--- src/rtl/core/iol_pkg.sv ---
// Package with shared constants, codes and types of the indexed ordered list.
`default_nettype none

package iol_pkg;

    // Number of cells in the chain (range 2 to 4096).
    localparam int CAPACITY = 64;
    localparam int IDX_W    = $clog2(CAPACITY);
    localparam int CNT_W    = $clog2(CAPACITY + 1);

    localparam int DATA_W   = 32;
    localparam int POS_W    = 16;
    localparam int MODE_W   = 3;
    localparam int STAT_W   = 2;

    // Operation codes carried in the mode field.
    localparam logic [MODE_W-1:0] MODE_PUSH   = 3'd0;
    localparam logic [MODE_W-1:0] MODE_POP    = 3'd1;
    localparam logic [MODE_W-1:0] MODE_INSERT = 3'd2;
    localparam logic [MODE_W-1:0] MODE_ERASE  = 3'd3;
    localparam logic [MODE_W-1:0] MODE_READ   = 3'd4;
    localparam logic [MODE_W-1:0] MODE_CHECK  = 3'd5;
    localparam logic [MODE_W-1:0] MODE_CLEAR  = 3'd6;

    // Status codes.
    localparam logic [STAT_W-1:0] ST_OK    = 2'd0;
    localparam logic [STAT_W-1:0] ST_EMPTY = 2'd1;
    localparam logic [STAT_W-1:0] ST_RANGE = 2'd2;
    localparam logic [STAT_W-1:0] ST_FULL  = 2'd3;

    // Cell operations broadcast along the chain.
    localparam logic [1:0] CELL_HOLD = 2'd0;
    localparam logic [1:0] CELL_INS  = 2'd1;
    localparam logic [1:0] CELL_DEL  = 2'd2;

    // Configuration register index.
    localparam logic REG_ELEMENT_IS_CHAR = 1'b0;

    typedef struct packed {
        logic [1:0]        op;
        logic [IDX_W-1:0]  pos;
        logic [DATA_W-1:0] wdata;
        logic [IDX_W-1:0]  rd_pos;
    } t_cell_ctl;

endpackage

`default_nettype wire

--- src/rtl/core/iol_cell.sv ---
// One storage cell of the list chain: holds one element, shifts with its neighbors.
`default_nettype none

module iol_cell (
    input  wire                           i_clk,
    input  iol_pkg::t_cell_ctl            i_ctl,
    input  wire [iol_pkg::IDX_W-1:0]      i_index,
    input  wire [iol_pkg::DATA_W-1:0]     i_left,
    input  wire [iol_pkg::DATA_W-1:0]     i_right,
    output logic [iol_pkg::DATA_W-1:0]    o_data,
    output logic [iol_pkg::DATA_W-1:0]    o_rd_data
);

    logic [iol_pkg::DATA_W-1:0] r_data;
    logic [iol_pkg::DATA_W-1:0] n_data;

    always_comb begin
        n_data = r_data;
        case (i_ctl.op)
            iol_pkg::CELL_INS: begin
                // Cells above the insert point take their lower neighbor.
                if (i_index > i_ctl.pos) begin
                    n_data = i_left;
                end else if (i_index == i_ctl.pos) begin
                    n_data = i_ctl.wdata;
                end
            end
            iol_pkg::CELL_DEL: begin
                // Cells at and above the erase point take their upper neighbor.
                if (i_index >= i_ctl.pos) begin
                    n_data = i_right;
                end
            end
            default: begin
                n_data = r_data;
            end
        endcase
    end

    always_ff @(posedge i_clk) begin
        r_data <= n_data;
    end

    assign o_data    = r_data;
    assign o_rd_data = (i_index == i_ctl.rd_pos) ? r_data : '0;

endmodule

`default_nettype wire

--- config.mk ---
export PLATFORM = sky130hd
export DESIGN_NAME = iol_cell
export DESIGN_NICKNAME = d
export VERILOG_FILES = /design/src/rtl/core/iol_pkg.sv /design/src/rtl/core/iol_cell.sv
export SDC_FILE = /design/constraint.sdc
export NUM_CORES = 1
export LEC_CHECK = 0
export BUFFER_PORTS_ARGS = -buffer_cell sky130_fd_sc_hd__buf_2
export CORE_MARGIN = 2
export CORE_UTILIZATION = 40
export DETAILED_ROUTE_END_ITERATION = 12
export PLACE_DENSITY = 0.75
export SLEW_MARGIN = 30
export SYNTH_ARGS = -nofsm -noshare
export SYNTH_HDL_FRONTEND = slang
export SYNTH_SLANG_ARGS = --single-unit
--- constraint.sdc ---
create_clock -name i_clk -period 9 [get_ports i_clk]
set_input_delay 1.35 -clock i_clk [delete_from_list [all_inputs] [get_ports i_clk]]
set_output_delay 1.35 -clock i_clk [all_outputs]
set_load 0.01 [all_outputs]
* Yosys cells after proc, flatten, opt, wreduce, memory -nomap -nowiden *
Cells that the tools add are included.

storage, ports and cells
  output and inout port bits = 64
  register bits after elaboration = 32
  logic and storage cells = 16
  input bits = 117

cells by class
  reductions and logical operators = 2
  equal/unequal tests = 6
  muxes and demuxes = 5
  $lt $le $gt $ge = 2

operator list
  kind                                                              number
  32-bit 2-to-1 mux                                                 4
  32-bit case mux with 2 select lines                               1
  6-bit == test                                                     2
  6-bit >= comparator                                               1
  6-bit greater-than comparator                                     1
  3-bit inequality test (second input constant)                     1
  3-bit AND reduction                                               1
  2-bit by 1-bit == test with 1-bit output (second input constant)  1
  2-bit == test (second input constant)                             1
  2-bit inequality test (second input constant)                     1
  2-bit nonzero test                                                1

* Logic depth before layout (Yosys ltp) *
Gate-level depths: netlist of run 1.

  word-level depth = 4
  gate-level depth with buffers = 8
  gate-level depth less buffers = 6

* Worst setup path after synthesis of run 1 *
Ideal clock, no wire load.

  path kind = in2reg
  from = input port i_ctl[43] in the netlist's numbering
  to = register r_data, in the netlist o_data[0], enable pin
  arrival = 4.044 ns
  required time = 8.560 ns
  setup slack = 4.516 ns
  setup time = 0.440 ns
  cell stages on the path = 7
  buffers on the path = 2
  cells stage by stage = inv_1 ha_1 and4_4 o21ai_1 buf_2 buf_1 a41oi_1

on the way
  longest elaborated chain between the ends = 3
  elaborated cells on any way between the ends = 6
  those cells by class = 2 x order compare; 3 x eq/ne; 1 x reduce/logical

RTL lines
  element                                                                          RTL line        text
  from (decl)                                                                      iol_cell.sv:6   input iol_pkg::t_cell_ctl i_ctl,
  6-bit greater-than comparator, or another cell as far along                      iol_cell.sv:22  if (i_index > i_ctl.pos) begin
  3-bit inequality test (no source line) or 2-bit inequality test (tied branches)  -
  3-bit AND reduction (no source line) (*)                                         -
  to (signal assigned)                                                             iol_cell.sv:41  r_data <= n_data;
  to (decl)                                                                        iol_cell.sv:14  logic [iol_pkg::DATA_W-1:0] r_data;

Mark *: on every way between the ends. The rest lies on a longest branch, timed or not.
A chain may end at the register's enable or synchronous reset.

* Final worst setup path of run 1 *
  from = input port i_index[0] in the netlist's numbering
  to = output port o_rd_data[17] in the netlist's numbering

on the way
  longest elaborated chain between the ends = 2

RTL lines
  element            RTL line        text
  from (decl)        iol_cell.sv:7   input wire [iol_pkg::IDX_W-1:0] i_index,
  6-bit == test      iol_cell.sv:45  assign o_rd_data = (i_index == i_ctl.rd_pos) ? r_data : '0;
  32-bit 2-to-1 mux  iol_cell.sv:45
  to (decl)          iol_cell.sv:11  output logic [iol_pkg::DATA_W-1:0] o_rd_data

Every way passes these cells.

==> metrics.md, run 1 <==
| Metric | Value |
|---|---|
| Outcome | completed |
| Die X | 89.7 um |
| RSZ-0062 raised after global routing | no |
| Yosys cell types | 24 |
| Setup ws final | 4.94 ns |
| Critical Path Fanout Max | 28 |
| Reg power frac | 45.0% |
| Nets@finish | 608 |
| Gr usage total | 19.3% |
| Count of flip-flops with a built-in enable after synthesis | 32 |
| Drt wl/cell | 14.1 um |
| Max reg flops | 32 |
| DRC Markers | 0 |
| Antenna Diode Count | 0 |
| PortBufs | 180 |
| Final HPWL DP | 5.74 mm |
| DRT iter0 DRCs | 134 |
| Clk pwr share | 20.2% |
| Dpl cell area | 3890 sq um |
| Routability cong. | 0.829 |
| VDD IR max | 58.8 uV |
| CP endpoint kind | output pin |
| Hold EP | o_data[23] |
| Final min period | 4.06 ns |
| Int Power | 0.331 mW |
| Fin util | 55.2% |
| Slew @ Worst Pin | 0.782 ns |
| Initial antenna violation count | 0 |
| Yosys reg bits | 32 |
| Sw Pwr | 0.149 mW |
| Worst path required time | 7.65 ns |
| Die height | 89.7 um |
| Lkg Pwr | 1.83 nW |
| CTS HTree Levels | 2 |
| Cts bufs inserted | 5 |
| Asr flop ratio synth | 0% |
| CTS tree | yes |
| Synth Flop Type | edfxtp_1 |
| Combinational power share | 34.9% |
| Max cap viols | 0 |
| # setup viols final | 0 |
| Worst-case clock buffer depth | 2 |
| Fin crit share | 45.2% |
| CP Launch Type | input port |
| Crit path arrival time | 2.71 ns |
| Detailed Route WL | 8.23 mm |
| DIE AREA | 8050 sq um |
| Setup Crit Path Kind | input port to output pin |
| Largest net degree at the start of global routing | 97 |
| Post-cts gate resize count | 0 |
| Hold depth | 3 |
| Remaining global-route overflow | 0 |
| Number of global-route vias before repair | 2789 |
| Syn avg cell area | 8.88 sq um |
| Clock transition at path regs | 0.06 ns |
| Most numerous cell on the critical path | buf_2 |
| CTS root buf | clkbuf_8 |
| Setup_tns | 0 ns |
| Vias per cell | 5.37 |
| Crit-path cells | buf_2, xnor2_1, nand4_1, nor3_2, buf_4, and2_1, buf_2 |
| F_max | 0.246 GHz |
| Row count | 31 |
| Sinks on Clock Net | 32 |
| Finished Cell Area | 3960 sq um |
| Floorplan Core Area | 7180 sq um |
| First-pass DRT Iterations | 4 |
| P per Cell Area | 121 nW/um^2 |
| Max_slew headroom | 47.8% |
| Antenna viol nets, final | 0 |
| Yosys Warn Count | 0 |
| Cts hold-fix bufs | 0 |
| Syn nets | 456 |
| Area growth, synth to finish | 34.8% |
| CP max-delay cell | buf_4 |
| First-pass GRT wire length | 13.0 mm |
| Net Sw Frac | 31.0% |
| Number of setup buffers added after CTS | 0 |
| Synth Cell Area | 2940 sq um |
| I/O Pins | 181 |
| Final Slew Violations | 0 |
| DR vias | 3126 |
| Initial Utilization | 41.0% |
| Fraction of layout cells with a size suffix above 1 | 41.2% |
| Synth Instances | 331 |
| HP Class | input port to flip-flop |
| Place WS | 4.81 ns |
| Seq/Total Area, Yosys | 32.7% |
| Final Hold Fails | 0 |
| Min-Delay Startpoint | i_right[23] |
| Crit-path max cell delay | 0.34 ns |
power groups by stage:
| stage | Clock (mW) | Sequential, mW | Combinational, mW |
|---|---|---|---|
| finish | 0.0969 | 0.216 | 0.167 |
| global route | 0.107 | 0.220 | 0.184 |
| CTS | 0.101 | 0.217 | 0.169 |
| detailed placement | 0 | 0.219 | 0.168 |
| global placement | 0 | 0.218 | 0.161 |
| floorplan | 0 | 0.230 | 0.0805 |
synthesized netlist by cell type (2+ instances only):
cell       n  area, sq um
nor2b_1   33          206
buf_6      3         33.8
and2_1    32          200
inv_1      8         30.0
edfxtp_1  32          961
a311o_1   32          320
buf_1      2         7.51
xnor2_1    4         35.0
nor2_1     2         7.51
ha_1       8          100
nand2b_1  32          200
nand3_1   33          165
xor2_1     2         17.5
a22oi_1   32          240
clkbuf_1  20         75.1
nand4_1   33          206
buf_2     16         80.1
cell usage in the layout, fill, tap and decap left out, types with 2 or more instances in the layout:
| master | instances |
|---|---|
| buf_2 | 180 |
| nor2b_1 | 33 |
| nand4_1 | 33 |
| nand2b_1 | 32 |
| a311o_1 | 32 |
| a22oi_1 | 32 |
| nand3_1 | 32 |
| and2_1 | 32 |
| edfxtp_1 | 32 |
| inv_1 | 8 |
| ha_1 | 7 |
| clkbuf_8 | 5 |
| buf_4 | 5 |
| xnor2_1 | 4 |
| xor2_1 | 2 |
| nor2_1 | 2 |
| clkinv_1 | 2 |
layer usage:
metal / up-vias / wire, um / GRT usage (%) / share of wire, %
met5: - / 0 / 0 / 0
met4: 0 / 126 / 5.64 / 1.5
met3: 10 / 554 / 4.02 / 6.7
met2: 142 / 4090 / 34.9 / 50
met1: 1415 / 3460 / 23.2 / 42
li1: 1559 / - / - / -
how the worst max path moves through the flow:
stage               slack, ns        from             to
CTS                      4.92  i_index[0]  o_rd_data[17]
finish                   4.94  i_index[0]  o_rd_data[17]
detailed placement       4.81  i_index[5]     o_data[10]
global placement         4.73  i_index[5]     o_data[11]
floorplan                4.52   i_ctl[43]      o_data[0]
global route             4.76  i_index[5]  o_rd_data[17]
final cells by class:
type | instances | area, sq um
inverters | 8 | 30.0
clock buffers | 5 | 68.8
multi-input cells | 250 | 1810
fillers | 687 | 3210
flip-flops and latches | 32 | 961
repair buffers | 186 | 966
well taps | 99 | 124
clock inverters | 2 | 7.51
metrics by stage:
stage	power (mW)	cells	hold slack (ns)
after floorplan	0.311	331	1.59
after global placement	0.379	574	1.68
after detailed placement	0.388	575	1.69
after CTS	0.487	582	1.40
after global routing	0.511	582	1.41
final	0.480	582	1.41
worst max-delay path: cells and delay by family:
family        cells  cell delay (ns)
buf+inv           3             0.57
simple gates      3             0.62
xor+xnor          1             0.16
kinds of logic after synthesis:
group / synth area share (%)
AND/OR/NAND/NOR: 34.5
buffers and inverters: 7.70
XOR/XNOR: 1.79
adder cells (fa/ha/maj): 3.40
AO/OA/AOI/OAI: 20.0
flip-flops: 32.7
Note: power is estimated with default switching activity, not from simulation.
==> run 2: changes to the inputs <==
- PLACE_DENSITY: 0.75 -> 0.78
- clock period: 9 -> 3.3 ns (I/O delays scaled with it)
==> metrics.md, run 2 (synthesis gave the netlist of run 1 again) <==
| Metric | Value |
|---|---|
| Outcome | completed (unchanged) |
| Antenna viol nets, final | 0 (unchanged) |
| Floorplan Core Area | 7180 sq um (unchanged) |
| Slew @ Worst Pin | 0.860 ns (was 0.782 ns) |
| CTS HTree Levels | 2 (unchanged) |
| Detailed Route WL | 8.54 mm (was 8.23 mm) |
| Cts hold-fix bufs | 0 (unchanged) |
| Gr usage total | 20.5% (was 19.3%) |
| Worst path required time | 2.80 ns (was 7.65 ns) |
| CTS root buf | clkbuf_8 (unchanged) |
| Number of global-route vias before repair | 3033 (was 2789) |
| Clock transition at path regs | 0.07 ns (was 0.06 ns) |
| Drt wl/cell | 14.5 um (was 14.1 um) |
| VDD IR max | 150 uV (was 58.8 uV) |
| Hold slack final | 0.547 ns (was 1.41 ns) |
| Most common cell after layout, fill and taps aside | buf_2 (unchanged) |
| Setup Crit Path Kind | input port to output pin (unchanged) |
| Final Hold Fails | 0 (unchanged) |
| Fin crit share | 72.4% |
| Most numerous cell on the critical path | buf_2 (unchanged) |
| Crit-path max cell delay | 0.34 ns (about the same) |
| Finished Layout Cells | 588 (was 582) |
| Initial Utilization | 41.0% (unchanged) |
| Sinks on Clock Net | 32 (unchanged) |
| DR vias | 3234 (was 3126) |
| Fill count | 684 (was 687) |
| Crit-path cells | buf_2, xnor2_1, nand4_1, nor3_2, buf_4, and2_1, buf_2 (unchanged) |
| CTS tree | yes (unchanged) |
| Final HPWL DP | 6.28 mm (was 5.74 mm) |
| Dpl cell area | 3920 sq um (was 3890 sq um) |
| P per Cell Area | 333 nW/um^2 (was 121 nW/um^2) |
| Die X | 89.7 um (unchanged) |
| Crit path arrival time | 1.90 ns (was 2.71 ns) |
| # setup viols final | 0 (unchanged) |
| Area growth, synth to finish | 36.0% (was 34.8%) |
| Number of setup buffers added after CTS | 0 (unchanged) |
| Fraction of layout cells with a size suffix above 1 | 41.7% (was 41.2%) |
| Place WS | 0.648 ns (was 4.81 ns) |
| Most frequent cells in the layout | buf_2 (180), nor2b_1 (33), nand4_1 (33) (unchanged) |
| Setup_tns | 0 ns (unchanged) |
| DRC Markers | 0 (unchanged) |
| Post-cts gate resize count | 0 (unchanged) |
| Max reg flops | 32 (unchanged) |
| CP max-delay cell | buf_4 (unchanged) |
| Max cap viols | 0 (unchanged) |
| F_max | 0.418 GHz |
| CP endpoint kind | output pin (unchanged) |
| Initial antenna violation count | 0 (unchanged) |
| Final min period | 2.39 ns |
| Routability cong. | 0.763 (was 0.829) |
| I/O Pins | 181 (unchanged) |
| Finished Cell Area | 4000 sq um (was 3960 sq um) |
| RSZ-0062 raised after global routing | no (unchanged) |
| Nets@finish | 613 (was 608) |
| DRT iter0 DRCs | 171 (was 134) |
| Setup ws final | 0.910 ns (was 4.94 ns) |
| Critical Path Fanout Max | 28 (unchanged) |
| Row count | 31 (unchanged) |
| Final Slew Violations | 0 (unchanged) |
| Remaining global-route overflow | 0 (unchanged) |
| PortBufs | 180 (unchanged) |
| Max_slew headroom | 42.5% (was 47.8%) |
| Largest net degree at the start of global routing | 52 (was 97) |
| Lkg Pwr | 1.85 nW (was 1.83 nW) |
| First-pass DRT Iterations | 5 (was 4) |
| DIE AREA | 8050 sq um (unchanged) |
| Cell total after placement | 580 (was 575) |
| Cts bufs inserted | 5 (unchanged) |
| First-pass GRT wire length | 13.8 mm (was 13.0 mm) |
| Vias per cell | 5.50 (was 5.37) |
| Die height | 89.7 um (unchanged) |
| CP Launch Type | input port (unchanged) |
| HP Class | input port to flip-flop (unchanged) |
| Antenna Diode Count | 0 (unchanged) |
| Worst-case clock buffer depth | 2 (unchanged) |
## run 2: changes by cell type in the layout (fill, tap and decap cells not counted), sizes merged
cell,previous run,this run
clkbuf,5,7
buf,186,191
clkinv,2,1
## run 2: final cells by class
class                   instances  area [sq um]  share of cell area, %
clock inverters                 1          3.75                 0.0939
repair buffers                191           996                   24.9
inverters                       8          30.0                  0.751
well taps                      99           124                   3.10
clock buffers                   7          76.3                   1.91
flip-flops and latches         32           961                   24.0
multi-input cells             250          1810                   45.2
## run 2: where the power goes
group,switching (mW),total (mW),internal [mW]
clock,0.136,0.283,0.147
combinational,0.246,0.462,0.215
sequential,0.0375,0.586,0.549
total,0.420,1.33,0.911
## run 2: path summary, 6_finish.rpt
| path | endpoint | depth (start not counted) | slack, ns | start |
|---|---|---|---|---|
| min | o_data[18] | 3 | 0.55 | i_right[18] |
| max | o_rd_data[4] | 7 | 0.91 | i_ctl[2] |
## run 2: per-stage QoR
step	util, %	power (mW)
after detailed placement	54.6	1.06
final	55.7	1.33
after floorplan	-	0.848
after global routing	55.7	1.41
after global placement	54.6	1.04
after CTS	55.7	1.34
## run 2: per-layer routing
| metal | GRT usage [%] | part of all wire, % | vias up |
|---|---|---|---|
| met4 | 5.90 | 1.4 | 0 |
| met5 | 0 | 0 | - |
| li1 | - | - | 1575 |
| met2 | 36.8 | 52 | 165 |
| met1 | 24.9 | 39 | 1480 |
| met3 | 4.36 | 8.2 | 14 |
## run 2: worst max-delay path, delay by kind of cell
family,cells,cell delay (ns)
simple gates,3,0.63
buf+inv,3,0.57
xor+xnor,1,0.19
==> run 3: changes to the inputs <==
- clock period: 3.3 -> 2.1 ns (I/O delays scaled with it)
==> metrics.md, run 3 (synthesis gave the netlist of run 1 again) <==
| Metric | Value |
|---|---|
| Final Hold Fails | 0 (unchanged) |
| Nets@finish | 617 (was 613) |
| Hold slack final | 0.369 ns (was 0.547 ns) |
| Crit path arrival time | 1.47 ns (was 1.90 ns) |
| I/O Pins | 181 (unchanged) |
| Top layer in use | met4 (unchanged) |
| Largest net degree at the start of global routing | 70 (was 52) |
| Worst path required time | 1.78 ns (was 2.80 ns) |
| Hold depth | 3 (unchanged) |
| DRT iter0 DRCs | 92 (was 171) |
| Row count | 31 (unchanged) |
| Final HPWL DP | 6.38 mm (was 6.28 mm) |
| Number of global-route vias before repair | 3196 (was 3033) |
| Remaining global-route overflow | 0 (unchanged) |
| Most frequent cells in the layout | buf_2 (180), nor2b_1 (33), nand4_1 (33) (unchanged) |
| HP Class | input port to flip-flop (unchanged) |
| Setup_tns | 0 ns (unchanged) |
| Worst-case clock buffer depth | 2 (unchanged) |
| DRC Markers | 0 (unchanged) |
| Fin crit share | 85.2% |
| Multi-input logic area | 1860 sq um (was 1810 sq um) |
| Drt wl/cell | 14.5 um (about the same) |
| Max_slew headroom | 77.0% (was 42.5%) |
| Finished Layout Cells | 591 (was 588) |
| Max reg flops | 32 (unchanged) |
| Antenna Diode Count | 0 (unchanged) |
| Fill count | 647 (was 684) |
| Cell total after placement | 584 (was 580) |
| Critical Path Fanout Max | 28 (unchanged) |
| Fin util | 57.8% (was 55.7%) |
| Hold EP | o_data[12] (was o_data[18]) |
| Outcome | completed (unchanged) |
| Cts bufs inserted | 5 (unchanged) |
| Dpl cell area | 4070 sq um (was 3920 sq um) |
| Finished Cell Area | 4150 sq um (was 4000 sq um) |
| Crit-path cells | buf_2, xnor2_1, nand4_1, nor3_2, buf_4, and2_1, buf_2 (unchanged) |
| Vias per cell | 5.43 (was 5.50) |
| Final Slew Violations | 0 (unchanged) |
| WL met1 | 3.32 mm (was 3.29 mm) |
| Number of setup buffers added after CTS | 0 (unchanged) |
| CP max-delay cell | buf_4 (unchanged) |
| Place WS | 0.0687 ns (was 0.648 ns) |
| Antenna viol nets, final | 0 (unchanged) |
| DR vias | 3207 (was 3234) |
| Die height | 89.7 um (unchanged) |
| Area growth, synth to finish | 41.1% (was 36.0%) |
| Die X | 89.7 um (unchanged) |
| Cts hold-fix bufs | 0 (unchanged) |
| CTS tree | yes (unchanged) |
| Clock transition at path regs | 0.06 ns (was 0.07 ns) |
| Routability cong. | 0.788 (was 0.763) |
| Sinks on Clock Net | 32 (unchanged) |
| Fraction of layout cells with a size suffix above 1 | 44.3% (was 41.7%) |
| Initial antenna violation count | 0 (unchanged) |
| Pwr Total | 2.12 mW (was 1.33 mW) |
| PortBufs | 180 (unchanged) |
| Floorplan Core Area | 7180 sq um (unchanged) |
| First-pass DRT Iterations | 4 (was 5) |
| Crit-path max cell delay | 0.30 ns (was 0.34 ns) |
| Most common cell after layout, fill and taps aside | buf_2 (unchanged) |
| Slew @ Worst Pin | 0.345 ns (was 0.860 ns) |
| CP endpoint kind | output pin (unchanged) |
| Gr usage total | 21.0% (was 20.5%) |
| DIE AREA | 8050 sq um (unchanged) |
| F_max | 0.559 GHz |
| Max cap viols | 0 (unchanged) |
| CTS HTree Levels | 2 (unchanged) |
| CTS root buf | clkbuf_8 (unchanged) |
| Post-cts gate resize count | 0 (unchanged) |
| RSZ-0062 raised after global routing | no (unchanged) |
| CP Launch Type | input port (unchanged) |
| Met2 routed WL | 4.52 mm (was 4.43 mm) |
| Lkg Pwr | 1.89 nW (was 1.85 nW) |
| Setup ws final | 0.310 ns (was 0.910 ns) |
| Reg area | 961 sq um (unchanged) |
| P per Cell Area | 511 nW/um^2 (was 333 nW/um^2) |
| Min-Delay Startpoint | i_right[12] (was i_right[18]) |
| # setup viols final | 0 (unchanged) |
| WL met3 | 629 um (was 701 um) |
| Final min period | 1.79 ns |
| Most numerous cell on the critical path | buf_2 (unchanged) |
| VDD IR max | 220 uV (was 150 uV) |
| Setup Crit Path Kind | input port to output pin (unchanged) |
| Initial Utilization | 41.0% (unchanged) |
| First-pass GRT wire length | 14.4 mm (was 13.8 mm) |
| Detailed Route WL | 8.59 mm (was 8.54 mm) |
run 3: cell count changes in the layout (fill, tap and decap cells not counted), sizes merged:
| cell | delta |
|---|---|
| clkbuf | -1 |
| buf | +4 |
run 3: worst max path at each step:
stage / start / end / slack [ns]
finish: i_index[2] / o_rd_data[3] / 0.31
global route: i_index[2] / o_rd_data[22] / 0.16
CTS: i_index[2] / o_rd_data[3] / 0.30
detailed placement: i_ctl[43] / o_data[27] / 0.07
global placement: i_ctl[41] / o_data[11] / 0.09
floorplan: i_ctl[41] / o_data[0] / -0.14
run 3: power breakdown:
group | leakage (nW) | switching (mW) | total, mW | internal, mW
combinational | 1.54 | 0.398 | 0.768 | 0.371
sequential | 0.303 | 0.0565 | 0.918 | 0.862
clock | 0.0410 | 0.209 | 0.434 | 0.225
run 3: cell type report:
cell class	instances	share of cell area [%]
multi-input cells	250	44.9
repair buffers	195	25.9
flip-flops and latches	32	23.2
well taps	99	2.98
clock buffers	6	1.75
inverters	8	1.15
clock inverters	1	0.121
run 3: worst max-delay path: cells and delay by family:
kind | cells | cell delay [ns]
buffers and inverters | 3 | 0.56
and+or+nand+nor | 3 | 0.46
xor gates and xnor gates | 1 | 0.13
run 3: per-layer routing:
layer,GRT usage [%],vias to the layer above
met4,6.15,0
met2,40.8,133
met3,4.95,8
li1,-,1577
met1,22.4,1489
met5,0,-
