[src/rtl/core/iol_pkg.sv]
// Package with shared constants, codes and types of the indexed ordered list.
`default_nettype none

package iol_pkg;

    // Number of cells in the chain (range 2 to 4096).
    localparam int CAPACITY = 64;
    localparam int IDX_W    = $clog2(CAPACITY);
    localparam int CNT_W    = $clog2(CAPACITY + 1);

    localparam int DATA_W   = 32;
    localparam int POS_W    = 16;
    localparam int MODE_W   = 3;
    localparam int STAT_W   = 2;

    // Operation codes carried in the mode field.
    localparam logic [MODE_W-1:0] MODE_PUSH   = 3'd0;
    localparam logic [MODE_W-1:0] MODE_POP    = 3'd1;
    localparam logic [MODE_W-1:0] MODE_INSERT = 3'd2;
    localparam logic [MODE_W-1:0] MODE_ERASE  = 3'd3;
    localparam logic [MODE_W-1:0] MODE_READ   = 3'd4;
    localparam logic [MODE_W-1:0] MODE_CHECK  = 3'd5;
    localparam logic [MODE_W-1:0] MODE_CLEAR  = 3'd6;

    // Status codes.
    localparam logic [STAT_W-1:0] ST_OK    = 2'd0;
    localparam logic [STAT_W-1:0] ST_EMPTY = 2'd1;
    localparam logic [STAT_W-1:0] ST_RANGE = 2'd2;
    localparam logic [STAT_W-1:0] ST_FULL  = 2'd3;

    // Cell operations broadcast along the chain.
    localparam logic [1:0] CELL_HOLD = 2'd0;
    localparam logic [1:0] CELL_INS  = 2'd1;
    localparam logic [1:0] CELL_DEL  = 2'd2;

    // Configuration register index.
    localparam logic REG_ELEMENT_IS_CHAR = 1'b0;

    typedef struct packed {
        logic [1:0]        op;
        logic [IDX_W-1:0]  pos;
        logic [DATA_W-1:0] wdata;
        logic [IDX_W-1:0]  rd_pos;
    } t_cell_ctl;

endpackage

`default_nettype wire

[src/rtl/core/iol_in_if.sv]
// Request channel interface: operation item with valid/ready handshake.
`default_nettype none

interface iol_in_if;
    logic                                valid;
    logic                                ready;
    logic        [iol_pkg::MODE_W-1:0]   mode;
    logic signed [iol_pkg::POS_W-1:0]    position;
    logic signed [iol_pkg::DATA_W-1:0]   value;

    modport source (output valid, output mode, output position, output value, input ready);
    modport sink   (input valid, input mode, input position, input value, output ready);
endinterface

`default_nettype wire

[src/rtl/core/iol_out_if.sv]
// Result channel interface: result item with valid/ready handshake.
`default_nettype none

interface iol_out_if;
    logic                                valid;
    logic                                ready;
    logic signed [iol_pkg::DATA_W-1:0]   read_value;
    logic        [iol_pkg::STAT_W-1:0]   status;
    logic        [iol_pkg::CNT_W-1:0]    length;
    logic                                is_empty;

    modport source (output valid, output read_value, output status, output length,
                    output is_empty, input ready);
    modport sink   (input valid, input read_value, input status, input length,
                    input is_empty, output ready);
endinterface

`default_nettype wire

[src/rtl/core/iol_ctrl.sv]
// List controller: decodes operations, keeps the element count, registers results.
`default_nettype none

module iol_ctrl (
    input  wire                              i_clk,
    input  wire                              i_rst_n,
    input  wire                              i_is_char,
    iol_in_if.sink                           i_req,
    iol_out_if.source                        o_rsp,
    input  wire [iol_pkg::DATA_W-1:0]        i_rd_data,
    output iol_pkg::t_cell_ctl               o_ctl
);

    logic                         r_out_valid;
    logic [iol_pkg::CNT_W-1:0]    r_count;
    logic [iol_pkg::DATA_W-1:0]   r_read_value;
    logic [iol_pkg::STAT_W-1:0]   r_status;
    logic [iol_pkg::CNT_W-1:0]    r_length;
    logic                         r_is_empty;

    logic [iol_pkg::CNT_W-1:0]    n_count;
    logic [iol_pkg::DATA_W-1:0]   n_read_value;
    logic [iol_pkg::STAT_W-1:0]   n_status;

    logic                         w_accept;
    logic                         w_full;
    logic                         w_empty;
    logic                         w_pos_neg;
    logic                         w_pos_le0;
    logic                         w_pos_ge_n;
    logic [iol_pkg::IDX_W-1:0]    w_pos_idx;
    logic [iol_pkg::IDX_W-1:0]    w_cnt_idx;
    logic [iol_pkg::DATA_W-1:0]   w_stored;

    assign i_req.ready = !r_out_valid || o_rsp.ready;
    assign w_accept    = i_req.valid && i_req.ready;

    assign w_full     = (r_count == iol_pkg::CNT_W'(iol_pkg::CAPACITY));
    assign w_empty    = (r_count == '0);
    assign w_pos_neg  = i_req.position[iol_pkg::POS_W-1];
    assign w_pos_le0  = w_pos_neg || (i_req.position == '0);
    // The count is narrower than the position, so zero-extending keeps it positive.
    assign w_pos_ge_n = (i_req.position >= $signed(iol_pkg::POS_W'(r_count)));
    assign w_pos_idx  = i_req.position[iol_pkg::IDX_W-1:0];
    assign w_cnt_idx  = r_count[iol_pkg::IDX_W-1:0];
    assign w_stored   = i_is_char ? {{(iol_pkg::DATA_W-8){i_req.value[7]}}, i_req.value[7:0]}
                                  : i_req.value;

    always_comb begin
        n_count      = r_count;
        n_read_value = '0;
        n_status     = iol_pkg::ST_OK;
        o_ctl.op     = iol_pkg::CELL_HOLD;
        o_ctl.pos    = w_cnt_idx;
        o_ctl.wdata  = w_stored;
        o_ctl.rd_pos = w_pos_neg ? '0 : w_pos_idx;
        case (i_req.mode)
            iol_pkg::MODE_PUSH, iol_pkg::MODE_INSERT: begin
                if (w_full) begin
                    n_status = iol_pkg::ST_FULL;
                end else begin
                    o_ctl.op = iol_pkg::CELL_INS;
                    if (i_req.mode == iol_pkg::MODE_PUSH || w_pos_ge_n) begin
                        o_ctl.pos = w_cnt_idx;
                    end else if (w_pos_le0) begin
                        o_ctl.pos = '0;
                    end else begin
                        o_ctl.pos = w_pos_idx;
                    end
                    n_count = r_count + 1'b1;
                end
            end
            iol_pkg::MODE_POP: begin
                if (w_empty) begin
                    n_status = iol_pkg::ST_EMPTY;
                end else begin
                    n_count = r_count - 1'b1;
                end
            end
            iol_pkg::MODE_ERASE: begin
                if (!w_empty && !w_pos_ge_n) begin
                    o_ctl.op  = iol_pkg::CELL_DEL;
                    o_ctl.pos = w_pos_neg ? '0 : w_pos_idx;
                    n_count   = r_count - 1'b1;
                end
            end
            iol_pkg::MODE_READ: begin
                n_read_value = (w_empty || w_pos_ge_n) ? '1 : i_rd_data;
            end
            iol_pkg::MODE_CHECK: begin
                if (w_pos_neg || w_pos_ge_n) begin
                    n_read_value = '1;
                    n_status     = iol_pkg::ST_RANGE;
                end else begin
                    n_read_value = i_rd_data;
                end
            end
            iol_pkg::MODE_CLEAR: begin
                n_count = '0;
            end
            default: begin
                n_count = r_count;
            end
        endcase
        // Cells move only on the edge that takes the item.
        if (!w_accept) begin
            o_ctl.op = iol_pkg::CELL_HOLD;
            n_count  = r_count;
        end
    end

    always_ff @(posedge i_clk) begin
        if (!i_rst_n) begin
            r_out_valid <= 1'b0;
            r_count     <= '0;
        end else begin
            r_count <= n_count;
            if (w_accept) begin
                r_out_valid <= 1'b1;
            end else if (o_rsp.ready) begin
                r_out_valid <= 1'b0;
            end
        end
    end

    always_ff @(posedge i_clk) begin
        if (w_accept) begin
            r_read_value <= n_read_value;
            r_status     <= n_status;
            r_length     <= n_count;
            r_is_empty   <= (n_count == '0);
        end
    end

    assign o_rsp.valid      = r_out_valid;
    assign o_rsp.read_value = r_read_value;
    assign o_rsp.status     = r_status;
    assign o_rsp.length     = r_length;
    assign o_rsp.is_empty   = r_is_empty;

    a_count_bound: assert property (@(posedge i_clk) disable iff (!i_rst_n)
        r_count <= iol_pkg::CNT_W'(iol_pkg::CAPACITY))
        else $error("element count above capacity");

    a_count_idle: assert property (@(posedge i_clk) disable iff (!i_rst_n)
        !w_accept |=> $stable(r_count))
        else $error("element count changed without an item");

    a_empty_flag: assert property (@(posedge i_clk) disable iff (!i_rst_n)
        r_out_valid |-> (r_is_empty == (r_length == '0)))
        else $error("empty flag disagrees with length");

    a_clear: assert property (@(posedge i_clk) disable iff (!i_rst_n)
        w_accept && i_req.mode == iol_pkg::MODE_CLEAR |=> r_count == '0 && r_is_empty)
        else $error("clear left elements behind");

    a_full_drop: assert property (@(posedge i_clk) disable iff (!i_rst_n)
        w_accept && w_full &&
        (i_req.mode == iol_pkg::MODE_PUSH || i_req.mode == iol_pkg::MODE_INSERT)
        |=> r_status == iol_pkg::ST_FULL && $stable(r_count))
        else $error("write to full list not dropped");

endmodule

`default_nettype wire

[src/flat_wrapper.sv]
// flat-port wrapper written by rule: the top's interface ports become plain ports
module iol_ctrl_flat 
  (i_clk, i_rst_n, i_is_char, i_rd_data, o_ctl, i_req_valid, i_req_mode, i_req_position, i_req_value, i_req_ready, o_rsp_valid, o_rsp_read_value, o_rsp_status, o_rsp_length, o_rsp_is_empty, o_rsp_ready);
  iol_in_if i_req_i ();
  iol_out_if o_rsp_i ();
  input  wire i_clk;
  input  wire i_rst_n;
  input  wire i_is_char;
  input  wire [iol_pkg::DATA_W-1:0] i_rd_data;
  output iol_pkg::t_cell_ctl o_ctl;
  input wire logic [$bits(i_req_i.valid)-1:0] i_req_valid;
  input wire logic [$bits(i_req_i.mode)-1:0] i_req_mode;
  input wire logic [$bits(i_req_i.position)-1:0] i_req_position;
  input wire logic [$bits(i_req_i.value)-1:0] i_req_value;
  output wire logic [$bits(i_req_i.ready)-1:0] i_req_ready;
  output wire logic [$bits(o_rsp_i.valid)-1:0] o_rsp_valid;
  output wire logic [$bits(o_rsp_i.read_value)-1:0] o_rsp_read_value;
  output wire logic [$bits(o_rsp_i.status)-1:0] o_rsp_status;
  output wire logic [$bits(o_rsp_i.length)-1:0] o_rsp_length;
  output wire logic [$bits(o_rsp_i.is_empty)-1:0] o_rsp_is_empty;
  input wire logic [$bits(o_rsp_i.ready)-1:0] o_rsp_ready;
  assign i_req_i.valid = i_req_valid;
  assign i_req_i.mode = i_req_mode;
  assign i_req_i.position = i_req_position;
  assign i_req_i.value = i_req_value;
  assign i_req_ready = i_req_i.ready;
  assign o_rsp_valid = o_rsp_i.valid;
  assign o_rsp_read_value = o_rsp_i.read_value;
  assign o_rsp_status = o_rsp_i.status;
  assign o_rsp_length = o_rsp_i.length;
  assign o_rsp_is_empty = o_rsp_i.is_empty;
  assign o_rsp_i.ready = o_rsp_ready;
  iol_ctrl u_core (.i_clk(i_clk), .i_rst_n(i_rst_n), .i_is_char(i_is_char), .i_req(i_req_i), .o_rsp(o_rsp_i), .i_rd_data(i_rd_data), .o_ctl(o_ctl));
endmodule
[config.mk]
export PLATFORM = sky130hd
export DESIGN_NAME = iol_ctrl_flat
export DESIGN_NICKNAME = d
export VERILOG_FILES = /design/src/rtl/core/iol_pkg.sv /design/src/rtl/core/iol_in_if.sv /design/src/rtl/core/iol_out_if.sv /design/src/rtl/core/iol_ctrl.sv /design/src/flat_wrapper.sv
export SDC_FILE = /design/constraint.sdc
export NUM_CORES = 1
export LEC_CHECK = 0
export ABC_AREA = 1
export BUFFER_PORTS_ARGS = -buffer_cell sky130_fd_sc_hd__buf_2
export CORE_MARGIN = 5
export CORE_UTILIZATION = 50
export DETAILED_ROUTE_END_ITERATION = 8
export PLACE_DENSITY = 0.87
export REMOVE_ABC_BUFFERS = 1
export SLEW_MARGIN = 10
export SYNTH_ARGS = -nofsm -noshare
export SYNTH_HDL_FRONTEND = slang
export SYNTH_SLANG_ARGS = --single-unit
[constraint.sdc]
create_clock -name i_clk -period 3.43 [get_ports i_clk]
set_input_delay 0.343 -clock i_clk [delete_from_list [all_inputs] [get_ports i_clk]]
set_output_delay 0.343 -clock i_clk [all_outputs]
set_load 0.01 [all_outputs]
# == After elaboration in Yosys (flattened, before gate mapping) ==
# Cells that the tools add are included.
# classes
bitwise,0
div_mod_pow,0
eq_ne,7
reduce_logical,16
mux,22
multipliers,0
add_sub_neg,2
n_lt_le_gt_ge,1
shifts,0
# op_table
cell,count
$mux 32,3
$pmux 32 s2,1
$mux 7,5
$pmux 7 s4,1
$mux 6,3
$ge 16x8->1,1
$logic_not 16->1,1
$pmux 8 s2,1
$logic_not 7->1,2
$eq 3x3->1 const B,3
$mux 8,1
$add 7x1->7 const B,1
$eq 7x7->1 const B,1
$sub 7x1->7 const B,1
$eq 3x2->1 const B,2
$mux 2,3
$pmux 2 s3,1
$logic_or 1x1->1,5
$eq 3x1->1 const B,1
$logic_not 1->1,3
$logic_not 3->1,1
$mux 1,3
$logic_and 1x1->1,2
$reduce_bool 2->1,1
$reduce_or 2->1,1
# word_totals
latch_bits,0
memories,0
elab_cells,54
ram_bits,0
output_inout_bits,90
romBits,0
register_bits,50

# == Depth between registers and ports, before layout ==
# Gate-level depths: netlist of run 1.
# depth
word_depth,7
ltp_mapped,19

# == Worst setup path before layout of run 1 ==
# OpenSTA, ideal clock, no wires.
# synth_path
kind,register to output
from,reg u_core.r_count[6] (netlist name)
to,out o_ctl[42] (netlist name)
path_stages_with_launch,14
n_path_buf,0
t_arrival_ps,1911
path_slack_ps,1176
cell_sequence,dfxtp_1 inv_1 ha_1 inv_1 nor3_2 nand2_1 nand3_2 nand2_4 nand2_1 clkinv_2 o31ai_2 nand2_1 o211ai_1 o211ai_1
# synth_lines
element,line_no,source
from (decl),iol_ctrl.sv:15,logic [iol_pkg::CNT_W-1:0] r_count;
from (signal assigned),iol_ctrl.sv:117,r_count <= n_count;
to (decl),flat_wrapper.sv:10,output iol_pkg::t_cell_ctl o_ctl;

==> results of run 1 <==
[Yosys cell counts, types with 8 or more instances]
cell	count
a21oi_1	12
buf_4	8
clkbuf_1	12
dfxtp_1	8
edfxtp_1	42
ha_1	9
inv_1	60
inv_2	8
nand2_1	88
nand3_1	16
nor2_1	26
o211ai_1	8
o21ai_0	89
o21ai_1	11
[sequential cells by signal, summed over array words and instances, names as in the netlist]
| name | count |
|---|---|
| u_core.o_rsp.valid | 1 |
| u_core.r_count | 7 |
| u_core.o_rsp.read_value | 32 |
| u_core.o_rsp.is_empty | 1 |
| u_core.o_rsp.length | 7 |
| u_core.o_rsp.status | 2 |
[report_power, final]
group	internal (mW)	switching, mW
Clock	0.151	0.203
Sequential	0.714	0.0208
Combinational	0.173	0.298
Total	1.04	0.522
[tightest hold or removal path, cell delays in order]
cell	delay [ns]
buf_2	0.09
o21ai_1	0.06
nand2_1	0.05
[kinds of logic (layout without fill, tap and decap cells)]
family                     after synthesis  after routing  share of synthesized area
buffers and inverters                   98            245                      0.123
xor gates and xnor gates                 7              7                     0.0174
and+or+nand+nor                        158            158                      0.221
adders and majority gates                9              9                     0.0319
DFF                                     50             50                      0.403
AOI/OAI and AO/OA                      132            132                      0.203
[final cells by class]
class	instances	area share
well taps	96	0.0271
clock buffers	5	0.0155
flip-flops and latches	50	0.321
repair buffers	168	0.192
multi-input cells	306	0.379
inverters	69	0.0587
clock inverters	3	0.00649
[routing by layer]
metal  vias to the layer above  GRT usage
met2                       193      0.381
met5                         -          0
met4                         0     0.0650
met1                      1669      0.258
li1                       1815          -
met3                        14     0.0465
[cells in the final DEF, fill, tap and decap left out, drive strengths merged, types with 8 or more instances in the layout]
| cell | count |
|---|---|
| nand3 | 19 |
| dfxtp | 8 |
| o211ai | 8 |
| inv | 69 |
| nor2 | 30 |
| nor3 | 8 |
| edfxtp | 42 |
| buf | 168 |
| a21oi | 15 |
| ha | 9 |
| nand2 | 94 |
| o21ai | 101 |
[worst min-delay path by stage]
| stage | start | endpoint | depth (start not counted) |
|---|---|---|---|
| 3_5_place_dp | u_core.r_count[6] | u_core.r_count[6] | 2 |
| 5_1_grt | i_rd_data[15] | u_core.o_rsp.read_value[15] | 3 |
| 4_1_cts | i_rd_data[15] | u_core.o_rsp.read_value[15] | 3 |
| 6_report | i_rd_data[15] | u_core.o_rsp.read_value[15] | 3 |
| 3_3_place_gp | u_core.r_count[6] | u_core.r_count[6] | 2 |
| 2_1_floorplan | u_core.r_count[6] | u_core.r_count[6] | 2 |
[stage by stage]
stage,setup WS [ns],hold slack [ns]
2_1_floorplan,0.972,0.500
3_3_place_gp,0.629,0.519
3_5_place_dp,0.489,0.537
4_1_cts,0.140,0.328
5_1_grt,0.0359,0.332
6_report,0.271,0.336
[repair_timing]
| item | 4_1_cts | 5_1_grt |
|---|---|---|
| resized for setup | 0 | 1 |
| setup buffers | 0 | 0 |
| hold buffers | 0 | 0 |
| endpoints found under the setup margin | 0 | 2 |
==> out/summary.txt, run 1 <==
Number of buffers added on ports: 163
CP max stage cell: dfxtp_1
Initial antenna violation count: 0
Deepest clock path buffer count: 2
Area occupied by multi-input gates: 1680 um2
CTS tree: yes
HP Class: input port to register
Total wire length: 9.67 mm
H-tree depth: 2
Synth area leader: edfxtp_1
Fillers: 639
Crit-path cells: inv_1, ha_1, inv_1, nor2_1, a21oi_1, nand3_2, nand2_4, nand3_4, o211ai_1, o21ai_0, inv_1, nand2_1, buf_2
Post-synth EDFFs: 42
Tightest Pin Transition: 0.570 ns
Synth top area share: 0.357
Layout Cells excl Fill: 697
Die area: 8840 um2
Max Clock Skew: 0.0142 ns
Chip width: 94.0 um
Library cells used by synthesis: 39
I/O pin count: 178
Post-layout utilization of the core: 0.649
M1 WL: 3.79 mm
Max Used Layer: met4
Worst Path Arrival: 2.82 ns
GRT Overall Usage: 0.215
Largest net degree at the start of global routing: 46
Register area share after synthesis: 0.403
Critical path class: register to output port
Ant. Diodes: 0
Row cnt: 30
DIE HEIGHT: 94.0 um
Worst IR drop on VDD: 0.000255 V
Skew-Pair Late Insertion Delay: 0.30 ns
Nets@finish: 697
Slowest Stage Delay on Critical Path: 0.42 ns
YS warnings: 0
Final period util: 0.921
CP endpoint: o_ctl[38]
Core Footprint: 6830 um2
Reg2reg setup slack: 0.73 ns
Post-Syn Area per Cell: 7.77 um2
Max cap viols: 0
CP Launch Type: register
Register Area: 1420 um2
Share of cells above drive strength 1: 0.346
Post-Syn Instances: 454
DRC: 0
Met3 Routed Length: 823 um
Critical path buffers and inverters: 4
Pwr/cell area: 352 nW/um2
Drt pass-1 iters: 4
Total global routing overflow: 0
Post-Syn Area: 3530 um2
Cell area after layout: 4440 um2
Initial core utilization: 0.517
CTS root buf: clkbuf_8
Crit-path max FO: 45
DR iter-0 viols: 220
Via-to-Cell Ratio: 5.30
Status: complete, no violations
RSZ-0062 raised after global routing: no
Ys flop type: edfxtp_1
Delay-heaviest family, CP: simple AND/OR/NAND/NOR gates
Reg-to-reg endpoint: u_core.o_rsp.is_empty
Dpl cells: 689
CP Data Required Time: 3.09 ns
Path length in cells of the critical path: 13
R2R cell count: 16
TritonCTS Buffers: 5
Tot Pwr: 1.56 mW
Leakage: 2.31 nW
Critical Path Sink Type: output port
Placement Cell Area: 4340 um2
Final hold viol count: 0
Global-route wire length before repair: 15.4 mm
Post-synth ARST share: 0
Yosys reg bits: 50
Setup violators final: 0
CP dominant cell by count: inv_1
Min Tclk post-route: 3.16 ns
Via Count: 3691
Slew margin rel.: 0.618
Worst-path clk slew: 0.10 ns
Setup TNS: 0 ns
Vias in the first global route: 3525
Max-slew violations: 0
Remaining antenna violation count: 0
CTS Sinks: 50
Synth top area cells: edfxtp_1 36%, o21ai_0 13%, nand2_1 9.4%
Setup crit start: u_core.r_count[6]
Hpwl dp: 7.74 mm
DR WL/cell: 13.9 um
Met2 wire length: 4.91 mm
Layout area overhead: 25.7%
FF-to-FF Start: u_core.r_count[6]
Placer Congestion: 0.905
Fmax: 0.317 GHz
No activity file was read; power rests on OpenSTA's default activity.
==> inputs of run 2 (changes only) <==
==> constraint.sdc (replaced) <==
create_clock -name i_clk -period 3.43 [get_ports i_clk]
set_input_delay 0.686 -clock i_clk [delete_from_list [all_inputs] [get_ports i_clk]]
set_output_delay 0.686 -clock i_clk [all_outputs]
set_load 0.01 [all_outputs]
==> run 2 against run 1 <==
Effect of this change:
- register-to-register slack gained 0.17 ns
- worst hold slack better by 0.23 ns
- clock skew about the same
- clock power is 21% higher
- worst setup slack got worse by 0.052 ns
- global-route usage up 0.41 points
- sequential power fell by 0.5%
- largest cell class unchanged
- maximum frequency is 1.6% lower
==> out/summary.txt, run 2 (synthesized netlist as in run 1, its figures left out) <==
Status: complete, no violations
Fillers: 598
Skew-Pair Late Insertion Delay: 0.30 ns
Remaining antenna violation count: 0
Pwr/cell area: 366 nW/um2
CTS root buf: clkbuf_8
Hpwl dp: 7.84 mm
Cts hold-fix bufs: 0
Max-slew violations: 0
Critical path class: register to output port
DR iter-0 viols: 260
Max cap viols: 0
CP Data Required Time: 2.74 ns
Fmax: 0.311 GHz
Total wire length: 9.97 mm
Critical Path Sink Type: output port
Vias in the first global route: 3545
Via-to-Cell Ratio: 5.35
Most frequent cells in the layout: 163 x buf_2, 89 x o21ai_0, 88 x nand2_1
Largest net degree at the start of global routing: 43
Area occupied by multi-input gates: 1690 um2
Post-Place Setup Slack: 0.264 ns
Min Tclk post-route: 3.21 ns
Via Count: 3744
Tightest Pin Transition: 0.525 ns
Leakage: 2.33 nW
Final period util: 0.936
Ant. Diodes: 0
RSZ-0062 raised after global routing: no
GRT Overall Usage: 0.219
Row cnt: 30
CP Launch Type: register
H-tree depth: 2
Placer Congestion: 0.951
Layout area overhead: 27.1%
HP Class: register to register
Commonest non-fill, non-tap cell in the layout: buf_2
Number of buffers added on ports: 163
Core Footprint: 6830 um2
Register Area: 1420 um2
Dpl cells: 692
Post-layout utilization of the core: 0.657
Share of cells above drive strength 1: 0.351
Worst IR drop on VDD: 0.000233 V
CTS Sinks: 50
Setup TNS: 0 ns
Final hold viol count: 0
DR WL/cell: 14.2 um
Global-route wire length before repair: 15.8 mm
Largest register FFs: 32
Worst Path Arrival: 2.52 ns
Die area: 8840 um2
Initial antenna violation count: 0
Crit-path max FO: 8
TritonCTS Buffers: 5
Setup violators final: 0
Deepest clock path buffer count: 2
Drt pass-1 iters: 7
I/O pin count: 178
Layout Cells excl Fill: 700
Setup ws final: 0.219 ns
Max Clock Skew: 0.0143 ns
DRC: 0
Slew margin rel.: 0.644
DIE HEIGHT: 94.0 um
Chip width: 94.0 um
Total global routing overflow: 0
CTS tree: yes
Initial core utilization: 0.517
Worst-path clk slew: 0.10 ns
Nets@finish: 700
==> run 2: cell count changes in the layout (fill, tap and decap cells not counted), sizes merged <==
| cell | delta |
|---|---|
| clkinv | -2 |
| bufinv | +1 |
| clkinvlp | +1 |
| buf | +3 |
==> run 2: per-layer routing <==
| metal | vias up | global-route usage | wire (um) |
|---|---|---|---|
| li1 | 1813 | - | - |
| met1 | 1694 | 0.252 | 3770 |
| met2 | 211 | 0.393 | 5070 |
| met3 | 26 | 0.0521 | 888 |
| met4 | 0 | 0.0770 | 241 |
| met5 | - | 0 | 0 |
==> run 2: path summary, 6_finish.rpt <==
| path | from | endpoint | slack (ns) | cells after the start |
|---|---|---|---|---|
| worst max-delay path | u_core.r_count[5] | o_ctl[42] | 0.22 | 14 |
| worst min-delay path | u_core.o_rsp.valid | u_core.o_rsp.valid | 0.56 | 2 |
| worst max register to register | u_core.r_count[6] | u_core.o_rsp.read_value[6] | 0.90 | 12 |
| worst min register to register | u_core.o_rsp.valid | u_core.o_rsp.valid | 0.56 | 2 |
==> run 2: repair_timing <==
| action | 4_1_cts | 5_1_grt |
|---|---|---|
| gates resized for setup | 0 | 3 |
| setup buffers | 0 | 0 |
| endpoints found under the setup margin | 0 | 2 |
==> run 2: final cells by class <==
class | instances | share of cell area
Inverter | 69 | 0.0580
Clock inverter | 3 | 0.0109
Tap cell | 96 | 0.0268
Multi-Input combinational cell | 306 | 0.377
Timing Repair Buffer | 171 | 0.195
Sequential cell | 50 | 0.317
Clock buffer | 5 | 0.0153
==> run 2: power breakdown <==
group	internal (mW)	switching, mW	leakage [nW]
clock	0.222	0.208	0.0563
sequential	0.714	0.0176	0.489
combinational	0.177	0.305	1.79
==> run 2: critical path, cell delays in order (launching register included) <==
cell	delay (ns)
dfxtp_1	0.42
inv_2	0.12
ha_1	0.32
nand2_1	0.10
nor3_4	0.19
nand2_1	0.10
nand3_2	0.08
nand2_4	0.09
nand2_1	0.09
clkinv_2	0.09
o31ai_2	0.15
nand2_1	0.12
o211ai_1	0.11
o211ai_1	0.10
buf_2	0.15
==> run 2: metrics by stage <==
stage	area, um2	hold slack [ns]	power [mW]
after CTS	4480	0.553	1.65
after global routing	4490	0.612	1.74
after global placement	4360	0.525	1.21
after floorplan	3350	0.500	1.02
after detailed placement	4360	0.530	1.22
final	4490	0.562	1.64
==> inputs of run 3 (changes only) <==
==> constraint.sdc (replaced) <==
create_clock -name i_clk -period 3.83 [get_ports i_clk]
set_input_delay 0.766 -clock i_clk [delete_from_list [all_inputs] [get_ports i_clk]]
set_output_delay 0.766 -clock i_clk [all_outputs]
set_load 0.01 [all_outputs]
==> run 3 against run 2 <==
Effect of this change:
- combinational power is 11% lower
- worst hold slack worse by 0.0087 ns
- first-iteration DRC count is 34% higher
- sequential share of layout area is 0.28 points higher
- non-clock buffer count is 2 lower
- global-route usage is 0.18 points higher
- final cell count is 0.29% lower
- flip-flop and latch count stayed put
- highest routed layer unchanged
==> out/summary.txt, run 3 (synthesized netlist as in run 1, its figures left out) <==
GRT Overall Usage: 0.221
Cts repair resizes: 0
Reg-to-reg endpoint: u_core.o_rsp.read_value[2]
CTS root buf: clkbuf_8
Clock power share: 0.231
Hpwl dp: 7.90 mm
Total global routing overflow: 0
CP Data Required Time: 3.06 ns
CTS Sinks: 50
Total wire length: 10.2 mm
Drt pass-1 iters: 5
Remaining antenna violation count: 0
Share of cells above drive strength 1: 0.346
CP Launch Type: register
Initial core utilization: 0.517
Final period util: 0.931
Critical path class: register to output port
Row cnt: 30
Comb power frac: 0.304
DR WL/cell: 14.7 um
Ant. Diodes: 0
Reg2reg setup slack: 0.99 ns
Core Footprint: 6830 um2
Status: complete, no violations
CP dominant cell by count: nand2_1
Largest net degree at the start of global routing: 43
Crit-path max FO: 9
Vias in the first global route: 3612
Min-delay src: u_core.r_count[6]
H-tree depth: 2
Cell area after layout: 4440 um2
Chip width: 94.0 um
Pwr/cell area: 318 nW/um2
RSZ-0062 raised after global routing: no
Via-to-Cell Ratio: 5.46
Final hold viol count: 0
Deepest clock path buffer count: 2
Max-slew violations: 0
WHS Endpoint: u_core.r_count[6]
Critical Path Sink Type: output port
Worst IR drop on VDD: 0.000169 V
Worst-path clk slew: 0.10 ns
Number of buffers added on ports: 163
Slowest Stage Delay on Critical Path: 0.65 ns
HP Class: register to register
TritonCTS Buffers: 5
Max Clock Skew: 0.0186 ns
Most frequent cells in the layout: 163 x buf_2, 89 x o21ai_0, 88 x nand2_1
Cts hold-fix bufs: 0
DR iter-0 viols: 348
Global-route wire length before repair: 16.0 mm
Placement Cell Area: 4350 um2
Register Area: 1420 um2
Post-CTS Setup Bufs: 0
DRC: 0
Leakage: 2.31 nW
CTS tree: yes
Area occupied by multi-input gates: 1680 um2
Skew-Pair Late Insertion Delay: 0.31 ns
Via Count: 3810
Setup TNS: 0 ns
I/O pin count: 178
FF-to-FF Start: u_core.r_count[2]
Commonest non-fill, non-tap cell in the layout: buf_2
Placer Congestion: 0.943
Worst Path Arrival: 2.80 ns
Crit-path cells: inv_1, ha_1, nand2_1, inv_1, nand2_1, nand2_1, nand2_1, nand3_2, nand2_4, nand2_1, clkinv_2, o311ai_1, a21oi_1, o21ai_0, nand2_1, buf_2
Max cap viols: 0
Min Tclk post-route: 3.57 ns
Hold path cells: 2
NetSw: 0.482 mW
DIE HEIGHT: 94.0 um
Fmax: 0.280 GHz
R2R cell count: 14
Die area: 8840 um2
Seq pwr share: 0.465
Pint: 0.931 mW
CP max stage cell: dfxtp_1
Slew margin rel.: 0.625
Largest register FFs: 32
Fillers: 615
Layout area overhead: 25.9%
Setup violators final: 0
Tightest Pin Transition: 0.560 ns
Switching Fraction: 0.341
Initial antenna violation count: 0
Nets@finish: 698
run 3: cell types whose count changed in the layout (fill, tap and decap cells not counted), sizes merged:
| cell | delta |
|---|---|
| clkinv | +2 |
| buf | -2 |
| bufinv | -1 |
| clkinvlp | -1 |
run 3: critical path: cells and delay by family, from the launching register on:
kind	cells	cell delay (ns)
flops	1	0.65
simple gates	8	0.66
fa+ha+maj	1	0.32
compound gates	3	0.42
buf+inv	4	0.46
run 3: per-stage QoR:
stage | worst slack [ns] | power, mW | instances | hold slack, ns | utilization
5_1_grt | 0.0493 | 1.49 | 698 | 0.607 | 0.650
2_1_floorplan | 0.846 | 0.915 | 425 | 0.500 | -
3_3_place_gp | 0.632 | 1.08 | 690 | 0.522 | 0.636
3_5_place_dp | 0.524 | 1.10 | 690 | 0.533 | 0.636
6_report | 0.263 | 1.41 | 698 | 0.553 | 0.650
4_1_cts | 0.324 | 1.41 | 698 | 0.550 | 0.650
run 3: per-layer routing:
| metal | GRT usage | share of wire | vias up |
|---|---|---|---|
| met5 | 0 | 0 | - |
| met4 | 0.0614 | 0.020 | 0 |
| met3 | 0.0529 | 0.094 | 28 |
| met2 | 0.403 | 0.51 | 243 |
| met1 | 0.255 | 0.38 | 1731 |
| li1 | - | - | 1808 |
run 3: power by group through the flow:
stage	clock [mW]	sequential, mW	combinational, mW
after global placement	0	0.669	0.410
after detailed placement	0	0.670	0.426
after floorplan	0	0.690	0.225
final	0.326	0.658	0.430
after global routing	0.358	0.661	0.473
after CTS	0.328	0.658	0.428
run 3: final cells by class:
cell class / count / share of cell area
Inverter: 69 / 0.0586
Clock buffer: 5 / 0.0155
Timing Repair Buffer: 169 / 0.194
Clock inverter: 3 / 0.00648
Multi-Input combinational cell: 306 / 0.379
Tap cell: 96 / 0.0270
Sequential cell: 50 / 0.320
run 3: how the worst max path moves through the flow:
stage | start | endpoint | slack [ns] | cells past startpoint
5_1_grt | u_core.r_count[2] | o_ctl[38] | 0.05 | 16
2_1_floorplan | i_req_position[6] | o_ctl[39] | 0.85 | 12
3_3_place_gp | i_req_position[6] | o_ctl[42] | 0.63 | 14
6_report | u_core.r_count[2] | o_ctl[38] | 0.26 | 16
3_5_place_dp | i_req_position[6] | o_ctl[42] | 0.52 | 14
4_1_cts | u_core.r_count[2] | o_ctl[38] | 0.32 | 16
